--- src/rtl/core/sit_pkg.sv ---
`timescale 1ns / 1ps
// Shared types and constants of the segment intersection test.
package sit_pkg;

	localparam int COORD_W    = 32;
	localparam int FRAC_BITS  = 16;
	localparam int DIFF_W     = COORD_W + 1;
	localparam int WIDE_W     = 10 * COORD_W + 40;
	localparam int TOL_W      = 31;
	localparam int CFG_IDX_W  = 2;
	localparam int CFG_DATA_W = 32;

	localparam logic MODE_PLANAR = 1'b0;

	typedef logic signed [COORD_W-1:0] coord_t;
	typedef logic signed [DIFF_W-1:0]  diff_t;
	typedef logic signed [WIDE_W-1:0]  wide_t;
	typedef logic [TOL_W-1:0]          tol_t;

	typedef enum logic [CFG_IDX_W-1:0] {
		REG_MODE = 2'd0,
		REG_TOL  = 2'd1,
		REG_EPS  = 2'd2
	} cfg_reg_t;

	typedef struct packed {
		coord_t a_x;
		coord_t a_y;
		coord_t a_z;
		coord_t b_x;
		coord_t b_y;
		coord_t b_z;
		coord_t c_x;
		coord_t c_y;
		coord_t c_z;
		coord_t d_x;
		coord_t d_y;
		coord_t d_z;
	} seg_in_t;

	typedef struct packed {
		logic intersects;
		logic degenerate;
	} seg_out_t;

	typedef struct packed {
		logic  mode;
		tol_t  tol;
		tol_t  eps;
		diff_t ab_x;
		diff_t ab_y;
		diff_t ab_z;
		diff_t cd_x;
		diff_t cd_y;
		diff_t cd_z;
		diff_t ac_x;
		diff_t ac_y;
		diff_t ac_z;
	} job_t;

	typedef struct packed {
		logic active;
		logic mul_busy;
	} back_stat_t;

endpackage

--- src/rtl/core/sit_mul.sv ---
`timescale 1ns / 1ps
// Shared radix-2 shift-add multiplier for wide signed operands.
module sit_mul (
	input  logic           clk,
	input  logic           arst_n,
	input  logic           start,
	input  sit_pkg::wide_t a,
	input  sit_pkg::wide_t b,
	output logic           done,
	output sit_pkg::wide_t p
);

	localparam int W = sit_pkg::WIDE_W;

	logic [W-1:0]   ma_q;
	logic [W-1:0]   mb_q;
	logic [W-1:0]   acc_q;
	logic           neg_q;
	logic           run_q;
	logic           done_q;
	sit_pkg::wide_t p_q;

	logic [W-1:0] a_mag;
	logic [W-1:0] b_mag;

	assign a_mag = a[W-1] ? W'(-a) : W'(a);
	assign b_mag = b[W-1] ? W'(-b) : W'(b);
	assign done  = done_q;
	assign p     = p_q;

	always_ff @(posedge clk) begin
		if (start) begin
			ma_q  <= a_mag;
			mb_q  <= b_mag;
			acc_q <= '0;
			neg_q <= a[W-1] ^ b[W-1];
		end else if (run_q) begin
			if (mb_q == '0) begin
				p_q <= neg_q ? sit_pkg::wide_t'(-acc_q) : sit_pkg::wide_t'(acc_q);
			end else begin
				if (mb_q[0]) begin
					acc_q <= acc_q + ma_q;
				end
				ma_q <= {ma_q[W-2:0], 1'b0};
				mb_q <= {1'b0, mb_q[W-1:1]};
			end
		end
	end

	always_ff @(posedge clk or negedge arst_n) begin
		if (!arst_n) begin
			run_q  <= 1'b0;
			done_q <= 1'b0;
		end else begin
			done_q <= 1'b0;
			if (start) begin
				run_q <= 1'b1;
			end else if (run_q && (mb_q == '0)) begin
				run_q  <= 1'b0;
				done_q <= 1'b1;
			end
		end
	end

endmodule

--- config.mk ---
export PLATFORM = sky130hd
export DESIGN_NAME = sit_mul
export DESIGN_NICKNAME = d
export VERILOG_FILES = /design/src/rtl/core/sit_pkg.sv /design/src/rtl/core/sit_mul.sv
export SDC_FILE = /design/constraint.sdc
export NUM_CORES = 2
export LEC_CHECK = 0
export BUFFER_PORTS_ARGS = -buffer_cell sky130_fd_sc_hd__buf_4
export CAP_MARGIN = 20
export CORE_MARGIN = 4
export CORE_UTILIZATION = 45
export CTS_BUF_LIST = sky130_fd_sc_hd__clkbuf_8
export DETAILED_ROUTE_END_ITERATION = 6
export PLACE_DENSITY_LB_ADDON = 0.2
export SYNTH_ARGS = -nofsm -noshare
export SYNTH_HDL_FRONTEND = slang
export SYNTH_SLANG_ARGS = --single-unit
--- constraint.sdc ---
create_clock -name clk -period 42.5 [get_ports clk]
set_clock_uncertainty 0.1 [all_clocks]
set_input_delay 4.25 -clock clk [delete_from_list [all_inputs] [get_ports clk]]
set_output_delay 4.25 -clock clk [all_outputs]
set_load 0.02 [all_outputs]
# [After elaboration in Yosys (flattened, before gate mapping)]
# Index checks and enable logic that the tools add are counted.
[word_totals] regBits=1443 latchBits=0 ram_bits=0 rom_bits=0 in_bits=723 word_cells=35 memories=0
[classes] n_addsub=4 mul=0 n_div=0 n_lt_le_gt_ge=0 eq_ne=1 shifts=0 n_mux=13 n_bitwise=3 n_reduce_logical=7
[op_table] op="$mux W360" count=9
[op_table] op="$neg A360 Y360" count=3
[op_table] op="$add A360 B360 Y360" count=1
[op_table] op="$logic_not A360 Y1" count=1
[op_table] op="$reduce_and A3 Y1" count=2
[op_table] op="$mux W1" count=4
[op_table] op="$reduce_bool A2 Y1" count=2
[op_table] op="$ne A2 B2 Y1 const B" count=1
[op_table] op="$not A1 Y1" count=2
[op_table] op="$reduce_and A2 Y1" count=1
[op_table] op="$logic_and A1 B1 Y1" count=1
[op_table] op="$xor A1 B1 Y1" count=1

# [Longest topological paths before layout]
[depth] depth_word=4 mapped_depth=21

# [Worst setup path after synthesis]
# No wires, ideal clock.
[synth_path] path_type="input to register" start="in start" end="reg p_q[0], in the netlist p[0] (enable)" t_arrival_ps=38652 required_time_ps=40440 path_slack_ps=1788 cell_stages=4 n_path_buf=3 cell_sequence="clkbuf_1 > clkbuf_1 > clkbuf_1 > nor4_1"
[synth_between] elab_chain_cells=2
[synth_lines] element="from (decl)" line="sit_mul.sv:6" text="input logic start,"
[synth_lines] element="$not A1 Y1 (no source line)"
[synth_lines] element="$reduce_and A3 Y1 (no source line)"
[synth_lines] element="to (signal assigned)" line="sit_mul.sv:39" text="p_q <= neg_q ? sit_pkg::wide_t'(-acc_q) : sit_pkg::wide_t'(acc_q);"
[synth_lines] element="to (decl)" line="sit_mul.sv:21" text="sit_pkg::wide_t p_q;"
# Every way passes these cells.
# A chain may end at the register's enable or synchronous reset.

# [Worst setup path in the final report]
[layout_path] start="in a[14]" end="reg ma_q[353], data pin"
[layout_between] elab_chain_cells=3
[layout_lines] element="from (decl)" line="sit_mul.sv:7" text="input sit_pkg::wide_t a,"
[layout_lines] element="$neg A360 Y360" line="sit_mul.sv:26" text="assign a_mag = a[W-1] ? W'(-a) : W'(a);"
[layout_lines] element="$mux W360" line="sit_mul.sv:26"
[layout_lines] element="$mux W360" line="sit_mul.sv:32" text="if (start) begin"
[layout_lines] element="to (signal assigned)" line="sit_mul.sv:33" text="ma_q <= a_mag;"
[layout_lines] element="to (signal assigned)" line="sit_mul.sv:44" text="ma_q <= {ma_q[W-2:0], 1'b0};"
[layout_lines] element="to (decl)" line="sit_mul.sv:15" text="logic [W-1:0] ma_q;"
# Every way passes these cells.

==> reports/summary.txt <==
Hold Path Class: reg2reg
largest net degree at the start of global routing: 216
Critical R2R Capture: acc_q[359]
Worst Path Required: 43.20 ns
Clk pwr share: 18.1%
max-slew violations: 0
Setup Crit Path Kind: in2reg
Tot Pwr: 8.00 mW
crit path max fanout: 12
Die X: 496 um
Mapped Nets: 14200
failing checks: design-rule violations
wire length per cell: 33.8 um
logic gate share of total power: 52.2%
critical path cell sequence: buf_4, or4_1, nor4_1, nor2b_1, buf_4, nand2_1, nor3_1, nand3b_1, or3_1, or3_1, or3_1, nor2_1, buf_4, nand4_1, or3_1, or3_1, or3_1, o21ai_0, xor2_1, a21oi_1
maximum VDD drop: 0.0359 mV
placer congestion estimate: 1.15
initial antenna violation count: 169
unrepaired setup endpoints after global routing: no
post-detailed-routing wire length: 597000 um
post-CTS setup buffers: 0
Reg clk slew, reported paths: 0.06 ns
Via Count: 116000
synthesis-to-layout area growth: 16.4%
MaxCap Viol Count: 0
CTS Root Cell: clkbuf_8
P_sw: 3.99 mW
Worst Hold Path EP: acc_q[64]
Worst Setup End Kind: flop
switch share: 49.9%
CTS H-tree depth: 5
TritonCTS clock tree: done
CP dominant cell by count: or3_1
first-pass GRT wire length: 811000 um
Worst-Margin Slew: 1.31 ns
number of DRC markers in iteration 0: 17700
Post-Syn Instances: 13100
layout cell share with drive strength beyond 1: 13.6%
pre-CTS WS: 31.29 ns
share of total power in sequential cells: 29.7%
DIE AREA: 246000 um2
total global routing overflow: 0
arrival time at the worst endpoint: 11.00 ns
drt pass-1 iters: 7
Initial Util: 45.2%
post-synthesis sequential area ratio: 37.0%
Max-Slew Margin vs Limit: 12.3%
CTS Sinks: 1443
Hold Fails Final Rpt: 0
status: finished, violations left
mean number of vias per cell: 6.57
PD cells: 64.0 nW/um2
reg-to-reg slack, setup: 33.32 ns
Setup WS post-layout: 32.20 ns
Crit-path slowest cell: or3_1
Async S/R FF share, synth: 0.139%
Top delay family on crit path: simple AND/OR/NAND/NOR gates
Total GRT Usage: 46.4%
simple-gate portion of the synthesized area: 24.2%
row count: 179
hold-fix buffers at CTS: 0
dpl hpwl: 492000 um
Finished Layout Cells: 17600
I/O pin total: 1084
Buffers on Ports: 1083
post-CTS resize count: 0
Die Y: 496 um
most frequent cells in the layout: nand2_1 (1840), a21oi_1 (1725), nor2_1 (1484)
Most used DFF post-synth: edfxtp_1
Leak: 45.9 nW
Final ANT Viol Nets: 0
Synth Area in Compound Gates: 19.1%
CP Launch Type: input port
Setup-failing EPs final: 0
Hold Crit Depth: 2
CP Buf/Inv Count: 3
count of warnings emitted by yosys: 0
distinct cell type count after synthesis: 85
Synth Area in Adders: 4.24%
Internal Power: 4.01 mW
area of the mapped netlist: 107000 um2
largest family of logic cells by synthesized area: simple AND/OR/NAND/NOR gates
worst hold start: acc_q[64]
setup TNS: 0 ns
Worst R2R Path Depth: 20
Post-synth EDFFs: 1081
post-synthesis mux area share: 1.51%
Yosys reg bits: 1443
fin crit period: 10.30 ns
worst-case clock buffer depth: 4
RR Startpoint: ma_q[43]
Worst setup startpoint: a[14]
xor/xnor share of the synthesized area: 11.5%
DR DRC count: 1
Core ar.: 238000 um2
vias in the first global route: 105000
fin nets: 15200
Tcrit/Tclk final: 24.2%
Worst-Skew Late Latency: 1.12 ns
Peak Freq: 97.1 MHz
Crit path largest cell delay: 0.63 ns
TritonCTS Buffers: 284
cell total after placement: 17000
syn avg cell area: 8.17 um2
commonest non-fill, non-tap cell in the layout: nand2_1
fin util: 52.6%
## stage by stage
step	hold WS, ns	cell area (um2)
final	0.399	125000
after CTS	0.401	124000
after global placement	0.393	119000
after global routing	0.431	125000
after detailed placement	0.394	119000
after floorplan	0.367	107000
## power by group through the flow
stage / Sequential (mW) / Clock (mW) / Combinational [mW]
floorplan: 2.07 / 0 / 2.63
global route: 2.37 / 1.52 / 4.43
CTS: 2.33 / 1.45 / 3.99
finish: 2.38 / 1.45 / 4.17
global placement: 2.36 / 0 / 3.98
detailed placement: 2.36 / 0 / 3.96
## flip-flops by register name, indices dropped and copies added, names as in the netlist
| register | count |
|---|---|
| ma_q | 360 |
| done | 1 |
| acc_q | 360 |
| mb_q | 360 |
| p | 360 |
| run_q | 1 |
| neg_q | 1 |
## worst max-delay path by stage
| stage | to | slack (ns) | cells past startpoint |
|---|---|---|---|
| 5_1_grt | ma_q[353] | 32.08 | 20 |
| 6_report | ma_q[353] | 32.20 | 20 |
| 3_5_place_dp | mb_q[355] | 31.29 | 19 |
| 4_1_cts | mb_q[355] | 32.41 | 19 |
| 3_3_place_gp | mb_q[355] | 31.34 | 19 |
| 2_1_floorplan | p[0] | 1.79 | 4 |
## Yosys cell counts (28+ instances only)
master,count,area share (%)
mux2_2,141,1.5
or2_2,102,0.59
nand4_1,283,1.6
xnor2_1,613,5.0
nor2_1,1486,5.2
a21o_1,179,1.3
ha_1,362,4.2
xor2_1,801,6.5
or3_1,295,1.7
a211oi_1,28,0.20
dfxtp_1,360,6.7
a31oi_1,62,0.36
nand2b_1,99,0.58
or4_1,208,1.5
nand3_1,254,1.2
a21oi_1,1725,8.0
o21ai_0,904,4.2
nor2b_1,33,0.19
edfxtp_1,1081,30
a21boi_0,43,0.30
inv_1,145,0.51
and3_1,47,0.27
clkbuf_1,513,1.8
nor4_1,348,2.0
o41ai_1,128,1.0
o21a_1,48,0.34
nand2_1,1840,6.4
o31ai_1,231,1.6
nor3_1,368,1.7
o21bai_1,107,0.75
## logic make-up (layout without fill, tap and decap cells)
logic type      Yosys count  count (layout)
buf+inv                 690            1902
mux                     144             144
other cells               0             124
xor+xnor               1414            1414
compound gates         3571            3571
fa+ha+maj               363             363
simple gates           5516            5516
flops                  1443            1443
## tightest hold or removal path, delay by kind of cell, from the launching register on
family          cells  cell delay [ns]
compound gates      1             0.05
flops               1             0.34
simple gates        1             0.06
## layer usage
metal / wire [um] / vias to the layer above / global-route usage [%]
met5: 364 / - / 0
li1: - / 50500 / -
met3: 73600 / 1833 / 14.5
met4: 56300 / 44 / 36.6
met1: 221000 / 55300 / 57.8
met2: 246000 / 8221 / 66.3
## cell type report
type                    count  area [um2]
clock inverters           178        1240
clock buffers             314        4320
well taps                3167        3960
multi-input cells       11000       65200
repair buffers           1264        9660
diodes                    124         310
flip-flops and latches   1443       39700
inverters                 146         548
fillers                 23500      113000
No activity file was read; power rests on OpenSTA's default activity.
